[config.mk]
export PLATFORM = sky130hd
export DESIGN_NAME = plc_bit_operand_engine_unit
export DESIGN_NICKNAME = d
export VERILOG_FILES = /design/src/pboe_pkg.sv /design/src/plc_bit_operand_engine_unit.sv
export SDC_FILE = /design/constraint.sdc
export NUM_CORES = 2
export LEC_CHECK = 0
export ABC_AREA = 1
export BUFFER_PORTS_ARGS = -buffer_cell sky130_fd_sc_hd__clkbuf_2
export CAP_MARGIN = 5
export CORE_UTILIZATION = 26
export DETAILED_ROUTE_END_ITERATION = 10
export HOLD_SLACK_MARGIN = 0.03
export PLACE_DENSITY_LB_ADDON = 0.25
export SYNTH_ARGS = -nofsm -noshare
export SYNTH_HDL_FRONTEND = slang
export SYNTH_SLANG_ARGS = --single-unit
export TNS_END_PERCENT = 5
[constraint.sdc]
create_clock -name clk_i -period 12.3 [get_ports clk_i]
set_input_delay 0.615 -clock clk_i [delete_from_list [all_inputs] [get_ports clk_i]]
set_output_delay 0.615 -clock clk_i [all_outputs]
set_load 0.03 [all_outputs]
[src/pboe_pkg.sv]
// ----------------------------------------------------------------------------
// pboe_pkg
// Shared constants and types of the PLC bit-operand engine.
// ----------------------------------------------------------------------------
package pboe_pkg;

  localparam int BYTE_W  = 8;
  localparam int COUNT_W = 32;
  localparam int FLAG_W  = 4;

  localparam int FLAG_PULSE = 0;
  localparam int FLAG_SET   = 1;
  localparam int FLAG_RESET = 2;
  localparam int FLAG_EDGE  = 3;

  localparam logic [3:0] ACT_LOAD    = 4'd0;
  localparam logic [3:0] ACT_BEGIN   = 4'd1;
  localparam logic [3:0] ACT_END     = 4'd2;
  localparam logic [3:0] ACT_RDOUT   = 4'd3;
  localparam logic [3:0] ACT_RESOLVE = 4'd4;
  localparam logic [3:0] ACT_RISE    = 4'd5;
  localparam logic [3:0] ACT_FALL    = 4'd6;
  localparam logic [3:0] ACT_SET     = 4'd7;
  localparam logic [3:0] ACT_RESET   = 4'd8;
  localparam logic [3:0] ACT_CONTACT = 4'd9;

  localparam logic [1:0] KIND_IN  = 2'd0;
  localparam logic [1:0] KIND_OUT = 2'd1;
  localparam logic [1:0] KIND_CNT = 2'd2;

  localparam logic REG_RO_MASK   = 1'b0;
  localparam logic REG_DOWN_MASK = 1'b1;

  typedef struct packed {
    logic [3:0]        action;
    logic [1:0]        kind;
    logic [5:0]        idx;
    logic              bit_in;
    logic [BYTE_W-1:0] bits;
    logic [BYTE_W-1:0] edges;
  } item_t;

endpackage

[src/plc_bit_operand_engine_unit.sv]
// ----------------------------------------------------------------------------
// plc_bit_operand_engine_unit
// Bit-operand store of a PLC scan engine: inputs, outputs and counters.
// ----------------------------------------------------------------------------
// The block takes one command word on the input channel (in_valid_i and
// in_ready_o) and returns exactly one result word on the output channel
// (out_valid_o and out_ready_i). Operand state lives in three memories:
// input rows, output rows and counter entries, each with one read port, one
// write port and a registered read.
// Load, read-out and bit commands read the memories in the accept cycle and
// modify and write back the row in the execute state once the output
// register is free. Begin scan and end scan walk the counter memory one
// entry per cycle, with read and write-back overlapped, and then read the
// addressed counter. One command is in flight at a time.
// A result sits in an output register; while the receiver stalls the
// block still accepts the next command and stops only when that command
// needs the output register.
// Reset clears the memory row valid bits, so all operands read as zero, and
// clears both counter masks. The user must write the masks over the APB port
// only while the block is idle; the block itself does not enforce it.
// ----------------------------------------------------------------------------
module plc_bit_operand_engine_unit #(
  parameter int INPUT_BYTES  = 8,
  parameter int OUTPUT_BYTES = 8,
  parameter int COUNTERS     = 32
) (
  input  logic        clk_i,
  input  logic        rst_ni,
  input  logic        psel,
  input  logic        penable,
  input  logic        pwrite,
  input  logic [2:0]  paddr,
  input  logic [31:0] pwdata,
  output logic [31:0] prdata,
  output logic        pready,
  input  logic        in_valid_i,
  output logic        in_ready_o,
  input  logic [3:0]  action_i,
  input  logic [1:0]  operand_kind_i,
  input  logic [5:0]  operand_index_i,
  input  logic        bit_in_i,
  input  logic [7:0]  input_bits_i,
  input  logic [7:0]  input_edges_i,
  output logic        out_valid_o,
  input  logic        out_ready_i,
  output logic        bit_value_o,
  output logic        error_o,
  output logic [7:0]  output_byte_o,
  output logic [31:0] counter_value_o
);

  localparam int BW     = pboe_pkg::BYTE_W;
  localparam int IBW    = (INPUT_BYTES > 1) ? $clog2(INPUT_BYTES) : 1;
  localparam int OBW    = (OUTPUT_BYTES > 1) ? $clog2(OUTPUT_BYTES) : 1;
  localparam int CW     = (COUNTERS > 1) ? $clog2(COUNTERS) : 1;
  localparam int WCW    = CW + 1;
  localparam int ROW_W  = 3 * BW;
  localparam int CROW_W = pboe_pkg::FLAG_W + pboe_pkg::COUNT_W;

  localparam logic [1:0] ST_IDLE = 2'd0;
  localparam logic [1:0] ST_WALK = 2'd1;
  localparam logic [1:0] ST_RD   = 2'd2;
  localparam logic [1:0] ST_EXEC = 2'd3;

  logic [1:0]     state_q, state_d;
  logic [WCW-1:0] wc_q, wc_d;
  logic           wv_q, wv_d;
  logic [CW-1:0]  wa_q, wa_d;
  pboe_pkg::item_t item_q;
  logic [31:0]    ro_mask_q, down_mask_q;
  logic           out_valid_q, out_valid_d;
  logic           bit_value_q;
  logic           error_q;
  logic [BW-1:0]  output_byte_q;
  logic [31:0]    counter_value_q;

  logic [ROW_W-1:0]  in_mem  [INPUT_BYTES];
  logic [ROW_W-1:0]  out_mem [OUTPUT_BYTES];
  logic [CROW_W-1:0] cnt_mem [COUNTERS];
  logic              in_vld_q  [INPUT_BYTES];
  logic              out_vld_q [OUTPUT_BYTES];
  logic              cnt_vld_q [COUNTERS];
  logic [ROW_W-1:0]  in_rd_q, out_rd_q;
  logic [CROW_W-1:0] cnt_rd_q;
  logic              in_rv_q, out_rv_q, cnt_rv_q;

  logic              in_acc, cfg_we, exec_go, walk_rd;
  logic [IBW-1:0]    in_ra, in_wa;
  logic [OBW-1:0]    out_ra, out_wa;
  logic [CW-1:0]     cnt_ra, cnt_wa;
  logic              cnt_re;
  logic              in_we, out_we, cnt_we, x_cnt_we;
  logic [ROW_W-1:0]  in_wd, out_wd, in_row, out_row;
  logic [CROW_W-1:0] cnt_wd, x_cnt_wd, w_cnt_wd, cnt_row;

  logic [2:0]        bsel;
  logic              di_ok, dq_ok, c_ok, ib_ok, ob_ok;
  logic [BW-1:0]     in_lvl, in_rise, in_fall, o_dir, o_set, o_rst, o_byte;
  logic [BW-1:0]     o_dir_n, o_set_n, o_rst_n;
  logic [3:0]        cf, cf_n, wf, wf_n;
  logic [31:0]       ccount, wcount_n;
  logic              x_err, x_bv;
  logic [BW-1:0]     x_ob;
  logic [31:0]       x_cv;

  assign pready     = 1'b1;
  assign cfg_we     = psel & penable & pwrite;
  assign prdata     = (paddr[2] == pboe_pkg::REG_DOWN_MASK) ? down_mask_q : ro_mask_q;
  assign in_ready_o = (state_q == ST_IDLE);
  assign in_acc     = in_valid_i & in_ready_o;
  assign exec_go    = (state_q == ST_EXEC) & (~out_valid_q | out_ready_i);
  assign walk_rd    = (state_q == ST_WALK) & (wc_q < WCW'(COUNTERS));

  assign in_ra  = (action_i == pboe_pkg::ACT_LOAD) ? operand_index_i[IBW-1:0]
                                                  : operand_index_i[3 +: IBW];
  assign out_ra = (action_i == pboe_pkg::ACT_RDOUT) ? operand_index_i[OBW-1:0]
                                                   : operand_index_i[3 +: OBW];
  assign in_wa  = (item_q.action == pboe_pkg::ACT_LOAD) ? item_q.idx[IBW-1:0]
                                                       : item_q.idx[3 +: IBW];
  assign out_wa = item_q.idx[3 +: OBW];

  always_comb begin
    cnt_re = 1'b1;
    if (in_acc) begin
      cnt_ra = operand_index_i[CW-1:0];
    end else if (walk_rd) begin
      cnt_ra = wc_q[CW-1:0];
    end else if (state_q == ST_RD) begin
      cnt_ra = item_q.idx[CW-1:0];
    end else begin
      cnt_ra = item_q.idx[CW-1:0];
      cnt_re = 1'b0;
    end
  end

  assign in_row  = in_rv_q ? in_rd_q : '0;
  assign out_row = out_rv_q ? out_rd_q : '0;
  assign cnt_row = cnt_rv_q ? cnt_rd_q : '0;

  // Scan walk: modify the counter entry read in the previous cycle.
  always_comb begin
    wf       = cnt_row[pboe_pkg::COUNT_W +: pboe_pkg::FLAG_W];
    wf_n     = wf;
    wcount_n = cnt_row[pboe_pkg::COUNT_W-1:0];
    if (item_q.action == pboe_pkg::ACT_BEGIN) begin
      if (wf[pboe_pkg::FLAG_SET] | wf[pboe_pkg::FLAG_RESET]) begin
        wf_n[pboe_pkg::FLAG_PULSE] = wf[pboe_pkg::FLAG_SET] & ~wf[pboe_pkg::FLAG_RESET];
      end
    end else if (~ro_mask_q[wa_q] & wf[pboe_pkg::FLAG_PULSE] & wf[pboe_pkg::FLAG_EDGE]) begin
      wcount_n = down_mask_q[wa_q] ? wcount_n - 32'd1 : wcount_n + 32'd1;
      wf_n[pboe_pkg::FLAG_EDGE] = 1'b0;
    end
    w_cnt_wd = {wf_n, wcount_n};
  end

  // Execute stage of one command.
  always_comb begin
    bsel    = item_q.idx[2:0];
    di_ok   = {1'b0, item_q.idx[5:3]} < 4'(INPUT_BYTES);
    dq_ok   = {1'b0, item_q.idx[5:3]} < 4'(OUTPUT_BYTES);
    c_ok    = item_q.idx < 6'(COUNTERS);
    ib_ok   = item_q.idx < 6'(INPUT_BYTES);
    ob_ok   = item_q.idx < 6'(OUTPUT_BYTES);
    in_lvl  = in_row[0 +: BW];
    in_rise = in_row[BW +: BW];
    in_fall = in_row[2*BW +: BW];
    o_dir   = out_row[0 +: BW];
    o_set   = out_row[BW +: BW];
    o_rst   = out_row[2*BW +: BW];
    o_byte  = o_dir | (o_set & ~o_rst);
    cf      = cnt_row[pboe_pkg::COUNT_W +: pboe_pkg::FLAG_W];
    ccount  = cnt_row[pboe_pkg::COUNT_W-1:0];
    o_dir_n = o_dir;
    o_set_n = o_set;
    o_rst_n = o_rst;
    cf_n    = cf;
    x_err   = 1'b0;
    x_bv    = 1'b0;
    x_ob    = '0;
    in_we   = 1'b0;
    out_we  = 1'b0;
    x_cnt_we = 1'b0;
    in_wd   = {~item_q.bits & item_q.edges, item_q.bits & item_q.edges, item_q.bits};
    case (item_q.action) inside
      pboe_pkg::ACT_LOAD: begin
        in_we = ib_ok;
      end
      pboe_pkg::ACT_BEGIN, pboe_pkg::ACT_END: begin
      end
      pboe_pkg::ACT_RDOUT: begin
        x_ob = ob_ok ? o_byte : '0;
      end
      pboe_pkg::ACT_RESOLVE: begin
        case (item_q.kind)
          pboe_pkg::KIND_IN:  x_bv = di_ok & in_lvl[bsel];
          pboe_pkg::KIND_OUT: x_bv = dq_ok & o_byte[bsel];
          pboe_pkg::KIND_CNT: x_bv = c_ok & cf[pboe_pkg::FLAG_PULSE];
          default:            x_err = 1'b1;
        endcase
      end
      pboe_pkg::ACT_RISE, pboe_pkg::ACT_FALL: begin
        if (item_q.kind == pboe_pkg::KIND_IN) begin
          x_bv = di_ok & ((item_q.action == pboe_pkg::ACT_RISE) ? in_rise[bsel]
                                                               : in_fall[bsel]);
        end else if (item_q.kind == pboe_pkg::KIND_CNT) begin
          x_bv = c_ok & cf[pboe_pkg::FLAG_EDGE] &
                 ((item_q.action == pboe_pkg::ACT_RISE) ? cf[pboe_pkg::FLAG_PULSE]
                                                       : ~cf[pboe_pkg::FLAG_PULSE]);
        end else begin
          x_err = 1'b1;
        end
      end
      pboe_pkg::ACT_SET, pboe_pkg::ACT_RESET: begin
        if (item_q.kind == pboe_pkg::KIND_OUT) begin
          out_we = dq_ok;
          o_set_n[bsel] = (item_q.action == pboe_pkg::ACT_SET);
          o_rst_n[bsel] = (item_q.action == pboe_pkg::ACT_RESET);
        end else if (item_q.kind == pboe_pkg::KIND_CNT) begin
          x_cnt_we = c_ok;
          cf_n[pboe_pkg::FLAG_SET]   = (item_q.action == pboe_pkg::ACT_SET);
          cf_n[pboe_pkg::FLAG_RESET] = (item_q.action == pboe_pkg::ACT_RESET);
          if ((cf_n[pboe_pkg::FLAG_SET] & ~cf[pboe_pkg::FLAG_PULSE]) |
              (cf_n[pboe_pkg::FLAG_RESET] & cf[pboe_pkg::FLAG_PULSE])) begin
            cf_n[pboe_pkg::FLAG_EDGE] = 1'b1;
          end
        end else begin
          x_err = 1'b1;
        end
      end
      pboe_pkg::ACT_CONTACT: begin
        if (item_q.kind == pboe_pkg::KIND_OUT) begin
          out_we = dq_ok;
          o_dir_n[bsel] = item_q.bit_in;
        end else if (item_q.kind == pboe_pkg::KIND_CNT) begin
          x_cnt_we = c_ok;
          cf_n[pboe_pkg::FLAG_PULSE] = item_q.bit_in;
          cf_n[pboe_pkg::FLAG_EDGE]  = cf[pboe_pkg::FLAG_PULSE] ^ item_q.bit_in;
        end else begin
          x_err = 1'b1;
        end
      end
      default: begin
        x_err = 1'b1;
      end
    endcase
    out_wd   = {o_rst_n, o_set_n, o_dir_n};
    x_cnt_wd = {cf_n, ccount};
    x_cv     = ((item_q.kind == pboe_pkg::KIND_CNT) & c_ok) ? ccount : '0;
  end

  always_comb begin
    if ((state_q == ST_WALK) & wv_q) begin
      cnt_we = 1'b1;
      cnt_wa = wa_q;
      cnt_wd = w_cnt_wd;
    end else begin
      cnt_we = exec_go & x_cnt_we;
      cnt_wa = item_q.idx[CW-1:0];
      cnt_wd = x_cnt_wd;
    end
  end

  always_comb begin
    state_d     = state_q;
    wc_d        = wc_q;
    wv_d        = 1'b0;
    wa_d        = wa_q;
    out_valid_d = out_valid_q & ~out_ready_i;
    unique case (state_q)
      ST_IDLE: begin
        wc_d = '0;
        if (in_acc) begin
          if ((action_i == pboe_pkg::ACT_BEGIN) || (action_i == pboe_pkg::ACT_END)) begin
            state_d = ST_WALK;
          end else begin
            state_d = ST_EXEC;
          end
        end
      end
      ST_WALK: begin
        if (walk_rd) begin
          wc_d = wc_q + WCW'(1);
          wv_d = 1'b1;
          wa_d = wc_q[CW-1:0];
        end else begin
          state_d = ST_RD;
        end
      end
      ST_RD: begin
        state_d = ST_EXEC;
      end
      ST_EXEC: begin
        if (exec_go) begin
          state_d     = ST_IDLE;
          out_valid_d = 1'b1;
        end
      end
      default: begin
        state_d = ST_IDLE;
      end
    endcase
  end

  always_ff @(posedge clk_i or negedge rst_ni) begin
    if (!rst_ni) begin
      state_q     <= ST_IDLE;
      wc_q        <= '0;
      wv_q        <= 1'b0;
      wa_q        <= '0;
      out_valid_q <= 1'b0;
      ro_mask_q   <= '0;
      down_mask_q <= '0;
      in_vld_q    <= '{default: 1'b0};
      out_vld_q   <= '{default: 1'b0};
      cnt_vld_q   <= '{default: 1'b0};
    end else begin
      state_q     <= state_d;
      wc_q        <= wc_d;
      wv_q        <= wv_d;
      wa_q        <= wa_d;
      out_valid_q <= out_valid_d;
      if (cfg_we) begin
        if (paddr[2] == pboe_pkg::REG_DOWN_MASK) begin
          down_mask_q <= pwdata;
        end else begin
          ro_mask_q <= pwdata;
        end
      end
      if (exec_go & in_we) begin
        in_vld_q[in_wa] <= 1'b1;
      end
      if (exec_go & out_we) begin
        out_vld_q[out_wa] <= 1'b1;
      end
      if (cnt_we) begin
        cnt_vld_q[cnt_wa] <= 1'b1;
      end
    end
  end

  always_ff @(posedge clk_i) begin
    if (in_acc) begin
      item_q <= '{action: action_i, kind: operand_kind_i, idx: operand_index_i,
                  bit_in: bit_in_i, bits: input_bits_i, edges: input_edges_i};
    end
    if (exec_go) begin
      bit_value_q     <= x_bv;
      error_q         <= x_err;
      output_byte_q   <= x_ob;
      counter_value_q <= x_cv;
    end
  end

  always_ff @(posedge clk_i) begin
    if (in_acc) begin
      in_rd_q  <= in_mem[in_ra];
      in_rv_q  <= in_vld_q[in_ra];
      out_rd_q <= out_mem[out_ra];
      out_rv_q <= out_vld_q[out_ra];
    end
    if (exec_go & in_we) begin
      in_mem[in_wa] <= in_wd;
    end
    if (exec_go & out_we) begin
      out_mem[out_wa] <= out_wd;
    end
  end

  always_ff @(posedge clk_i) begin
    if (cnt_re) begin
      cnt_rd_q <= cnt_mem[cnt_ra];
      cnt_rv_q <= cnt_vld_q[cnt_ra];
    end
    if (cnt_we) begin
      cnt_mem[cnt_wa] <= cnt_wd;
    end
  end

  assign out_valid_o     = out_valid_q;
  assign bit_value_o     = bit_value_q;
  assign error_o         = error_q;
  assign output_byte_o   = output_byte_q;
  assign counter_value_o = counter_value_q;

endmodule

# Yosys cells after proc, flatten, opt, wreduce, memory -nomap -nowiden
# Memories as Yosys holds them, arrays and structs flattened. A register that Yosys moved wholly into a read port is not among the register bits.
# Cells that the tools add are included.
# word_totals
mem_count	3
latch_bits	0
word_cells	330
output_inout_bits	77
in_bits	71
ramBits	1536
register_bits	201
mem_bits_ro	0
# classes
n_reduce_logical	21
mux	153
addsub	3
div_mod_pow	0
shifts	0
order_cmp	15
n_mul	0
bitwise_logic	46
n_eq_ne	21
# mem_list
memory	words	width	rd	rd_ports_with_merged_regs	write_ports	line	text
cnt_mem	32	36	1	1	1	plc_bit_operand_engine_unit.sv:79	logic [CROW_W-1:0] cnt_mem [COUNTERS];
in_mem	8	24	1	1	1	plc_bit_operand_engine_unit.sv:77	logic [ROW_W-1:0] in_mem [INPUT_BYTES];
out_mem	8	24	1	1	1	plc_bit_operand_engine_unit.sv:78	logic [ROW_W-1:0] out_mem [OUTPUT_BYTES];
# op_table
cell	n
8-bit two-way mux	22
32-bit two-way mux	4
1-bit two-way mux	85
36-bit two-way mux	2
24-bit two-way mux	2
32-bit by 1-bit adder with 32-bit output (second input constant)	1
32-bit bitwise OR	1
32-bit by 1-bit subtractor with 32-bit output (second input constant)	1
8-bit bitwise AND	3
8-bit bitwise mux	3
8-bit bitwise OR	3
2-bit two-way mux	10
1-bit bitwise AND	19
1-bit binary-select mux with 3-bit select	6
4-bit by 2-bit equality test with 1-bit output (second input constant)	4
4-bit by 3-bit equality test with 1-bit output (second input constant)	4
4-bit >= comparator (second input constant)	4
3-bit inverter with 4-bit output	4
8-bit inverter	2
1-bit binary-select mux with 5-bit select	3
3-bit two-way mux	5
5-bit two-way mux	3
6-bit >= comparator (second input constant)	2
6-bit < comparator (second input constant)	2
other kinds (34)	64

# Logic depth before layout (Yosys ltp)
# depth
depth_word	14
ltp_mapped	29
mapped_depth_nobuf	26

# Worst setup path after synthesis
# Ideal clock, no wire load.
# synth_timing
path_kind	flip-flop to flip-flop
start	reg wa_q[0]
end	mem cnt_mem[0][19] in the netlist's numbering (data pin)
required_ns	11.846
setup_slack_ns	7.444
arrival_ns	4.402
path_stages_with_launch	24
setup_ns	0.454
synth_period_minus_slack_ns	4.856
path_buffers	3
path_cell_list	dfrtp_1 buf_2 inv_2 buf_2 buf_2 nand2_1 nand3_1 nand3_1 nand2_1 nand2_1 nand3_1 nand2_1 inv_1 ha_1 a21oi_1 nand2_1 nand2_1 nand2_1 nand2_1 nand3_1 nand2_1 nand2_1 xnor2_1 o21ai_0
# synth_between
elab_chain_len	8
word_cells_on_any_way	11
classes_between	mux: 8; bitwise: 3
# synth_lines
element	line	text
start, declared	plc_bit_operand_engine_unit.sv:68	logic [CW-1:0] wa_q, wa_d;
start signal, assigned	plc_bit_operand_engine_unit.sv:320	wa_q <= wa_d;
1-bit binary-select mux with 5-bit select	plc_bit_operand_engine_unit.sv:149	end else if (~ro_mask_q[wa_q] & wf[pboe_pkg::FLAG_PULSE] & wf[pboe_pkg::FLAG_EDGE]) begin
1-bit two-way mux (implied by the code)	plc_bit_operand_engine_unit.sv:149	
1-bit inverter	plc_bit_operand_engine_unit.sv:149	
1-bit bitwise AND (2 in series)	plc_bit_operand_engine_unit.sv:149	
32-bit two-way mux *	plc_bit_operand_engine_unit.sv:149	
32-bit two-way mux *	plc_bit_operand_engine_unit.sv:145	if (item_q.action == pboe_pkg::ACT_BEGIN) begin
36-bit two-way mux *	plc_bit_operand_engine_unit.sv:252	if ((state_q == ST_WALK) & wv_q) begin
via cnt_wd[19]	plc_bit_operand_engine_unit.sv:94	logic [CROW_W-1:0] cnt_wd, x_cnt_wd, w_cnt_wd, cnt_row;
end, declared	plc_bit_operand_engine_unit.sv:79	
# Mark *: on every way through the listed nets, which the timed path passes. The rest lies on a longest branch. The select of a mux whose other input is x is not followed.

# Final worst setup path
# layout_timing
start	reg wa_q[1]
end	mem cnt_mem[26][25] in the netlist's numbering (data pin)
# Same word-level chain as after synthesis.

==> flow_summary.toml <==
[drt]
vias = 50900
ant_nets = 0
wl_per_cell_um = 20.9
drcViolationCount = 0
first_iter_violations = 4305
firstDrtPassIters = 6
wl_mm = 229
vias_per_cell = 4.63

[die]
coreArea_um2 = 297000
dieHeight_um = 549
io_pins = 148
die_w_um = 549
num_rows = 200
dieArea_um2 = 301000
start_util = 0.262

[logic_synthesis]
synth-seq-cells = 1821
syn_area_um2 = 77800
yosys.area_share.simple = 0.125
synth_compound_area_frac = 0.0974
ys_types = 50
syn_nets = 6857
synthAdderAreaFrac = 0.00653
synth_ff_type = "edfxtp_1"
synth_top_family_by_area = "simple AND/OR/NAND/NOR gates"
syn_avg_cell_area_um2 = 11.5
synthCells = 6746
yosysWarningCount = 0
synth_edf_count = 1694
synth_seq_area_share = 0.695
synthArstFlopShare = 0.0697
yosys.area_share.xor_xnor = 0.00248
synth.area.mux_share = 0.00761

[clock_tree]
htree_levels = 4
insertion_delay_ns = 0.88
cts_buffers = 203
cts_buffer_depth = 4
cts_root_buf = "clkbuf_16"
tritoncts = "done"
clock-sinks = 1821
path_clk_slew_ns = 0.06
cts_setup_buffers = 0

[timing]
slew_headroom = 0.127
fin_crit_sh = 0.496
finalSetupTns_ns = 0
clock.fmax_mhz = 164
rsz0062_at_grt = "no"
maxSlewViolCount = 0
hold_viol = 0
setup_viol = 0
period_minus_slack_ns = 6.10
finalClockSkew_ns = 0.118
tightest_slew_ns = 1.31

[setup_path]
r2r-start = "wa_q[1]"
worstReg2RegEnd = "cnt_mem[26][25]"
cp-end-kind = "flip-flop"
cp-start-kind = "flip-flop"
worstRegToRegCells = 19
worstPathArrival_ns = 6.54
rrSetupSlack_ns = 6.20
critical_path_class = "flip-flop to flip-flop"
crit_path_end = "cnt_mem[26][25]"
required_ns = 12.74
worst-path-max-fanout = 32
cp-startpoint = "wa_q[1]"

[worst_hold_path]
hp-class = "input port to flip-flop"
min_from = "pwdata[3]"
whs_path_depth = 3

[power_and_ir_drop]
vdd_drop_max_mv = 0.196
clockPowerShare = 0.287
p_comb_frac = 0.323
p_per_area_nw_per_um2 = 226
switching_share = 0.367
p_switching_mw = 7.45
leakage_nw = 33.7
power_frac_seq = 0.390
p_int_mw = 12.9

[grt]
grt_pass1_wl_mm = 334
use_met1 = 0.197
track_usage = 0.149
overflow = 0
grt_antenna_before_repair = 10
met3_usage = 0.0207
grt_max_degree = 189
grt_pass1_vias = 48900
top_usage_layer = "met2"
met2_usage = 0.255

[cells_and_area]
fin_nets = 7009
drive_gt1_frac = 0.102
fin_util = 0.303
syn_to_final_growth_pct = 15.8

[place]
port_buffers = 144
place_congestion = 0.877
hpwl_mm = 121

[job]
cap_violations = 0

[outcome]
status = "complete, no violations"
[metrics by stage]
stage / hold slack, ns / area (um2) / cells / power, mW / worst slack (ns)
after floorplan: 0.319 / 77800 / 6746 / 12.5 / 7.44
after global placement: 0.439 / 83100 / 10600 / 14.6 / 6.22
after detailed placement: 0.444 / 83100 / 10600 / 14.6 / 6.26
after CTS: 0.0484 / 90000 / 11000 / 20.5 / 6.20
after global routing: 0.0888 / 90000 / 11000 / 21.4 / 5.79
final: 0.126 / 90000 / 11000 / 20.3 / 6.20
[timing repair]
| action | 4_1_cts | 5_1_grt |
|---|---|---|
| hold buffers | 59 | 0 |
| hold endpoints to repair | 137 | 0 |
| gates resized for setup | 0 | 0 |
[worst min path at each step]
stage | to | slack, ns
floorplan | cnt_vld_q[0] | 0.32
global placement | cnt_vld_q[9] | 0.44
detailed placement | cnt_vld_q[3] | 0.44
CTS | down_mask_q[3] | 0.05
global route | down_mask_q[3] | 0.09
finish | ro_mask_q[3] | 0.13
[power by group through the flow]
| stage | logic (mW) | clock network (mW) | registers (mW) |
|---|---|---|---|
| 6_report | 6.55 | 5.83 | 7.92 |
| 3_5_place_dp | 6.57 | 0 | 8.05 |
| 5_1_grt | 7.27 | 6.19 | 7.95 |
| 4_1_cts | 6.61 | 5.98 | 7.92 |
| 2_1_floorplan | 4.41 | 0 | 8.10 |
| 3_3_place_gp | 6.55 | 0 | 8.04 |
[critical path: stages, from the launching register on]
cell      delay (ns)
dfrtp_1         0.82
clkinv_1        0.77
nand3_1         0.30
nand3_1         0.12
nand2_1         0.12
nand2_1         0.06
nand3_1         0.27
nand2_1         0.21
inv_1           0.09
buf_4           0.36
ha_1            0.36
a21oi_1         0.20
nand2_1         0.13
a21oi_1         0.26
o21ai_0         0.23
nand2_1         0.16
nand3_1         0.09
nand2_1         0.10
nor2_1          0.06
a21oi_2         0.96
[cell families after synthesis]
kind of cell,after synthesis
xor gates and xnor gates,22
adders and majority gates,40
DFF,1821
muxes,53
other,1
buffers and inverters,1275
AOI/OAI and AO/OA,1176
and+or+nand+nor,2358
[state kept, by name (all words and copies together), names as in the netlist, 5 cells and up]
| name | cells |
|---|---|
| in_vld_q | 8 |
| out_mem | 192 |
| out_rd_q | 24 |
| down_mask_q | 32 |
| counter_value_o | 32 |
| in_wd | 8 |
| cnt_vld_q | 32 |
| wa_q | 5 |
| wc_q | 6 |
| cnt_mem | 1152 |
| output_byte_o | 8 |
| out_vld_q | 8 |
| in_mem | 192 |
| item_q | 18 |
| ro_mask_q | 32 |
| in_rd_q | 24 |
| cnt_rd_q | 36 |
[routing by layer]
layer | share of wire | vias up | routed length (um)
met3 | 0.048 | 304 | 11100
met5 | 0.00024 | - | 55
li1 | - | 23900 | -
met1 | 0.44 | 25500 | 101000
met2 | 0.49 | 1206 | 112000
met4 | 0.022 | 8 | 5160
[cells in the final DEF (no fill, tap or decap), types with 13 or more instances in the layout]
master,count
o21ai_0,376
nor2_1,361
nand2_1,1308
nor2_4,33
a21oi_1,50
o211ai_1,567
buf_4,111
edfxtp_1,1694
mux2_2,49
o21ai_2,25
clkinv_2,37
clkbuf_16,206
ha_1,39
dlygate4sd3_1,59
xnor2_1,18
nor2_2,21
clkbuf_1,38
inv_1,884
clkbuf_2,143
or2_2,20
o22ai_1,101
dfrtp_1,127
o21bai_1,15
nor3_1,13
nand3_1,581
clkinv_1,48
[cell usage after synthesis (all sizes together), types with 3 or more instances]
| master | n | area share |
|---|---|---|
| clkinv | 6 | 0.00029 |
| clkbuf | 155 | 0.0075 |
| o21bai | 15 | 0.0014 |
| nor2 | 415 | 0.020 |
| edfxtp | 1694 | 0.65 |
| nor3 | 13 | 0.00084 |
| a31oi | 4 | 0.00032 |
| nand2 | 1312 | 0.063 |
| a21oi | 55 | 0.0035 |
| a21o | 5 | 0.00048 |
| a32oi | 3 | 0.00034 |
| a22oi | 3 | 0.00029 |
| o21ai | 409 | 0.027 |
| nand4 | 11 | 0.00089 |
| or2 | 20 | 0.0016 |
| inv | 897 | 0.043 |
| o211ai | 567 | 0.055 |
| o22ai | 101 | 0.0081 |
| mux2 | 49 | 0.0071 |
| mux2i | 4 | 0.00051 |
| nand3 | 583 | 0.038 |
| dfrtp | 127 | 0.041 |
| o21a | 3 | 0.00029 |
| ha | 39 | 0.0063 |
| xnor2 | 18 | 0.0020 |
| xor2 | 4 | 0.00045 |
| buf | 217 | 0.015 |
[layout make-up]
class                           instances  area (um2)
Sequential cell                      1821       54000
Inverter                              903        3420
Clock inverter                        105         855
Fill cell                           30000      207000
Multi-Input combinational cell       3650       19100
Tap cell                             3939        4930
Clock buffer                          254        5440
Antenna cell                            1        2.50
Timing Repair Buffer                  319        2240
Power figures use the tool's default switching activity.
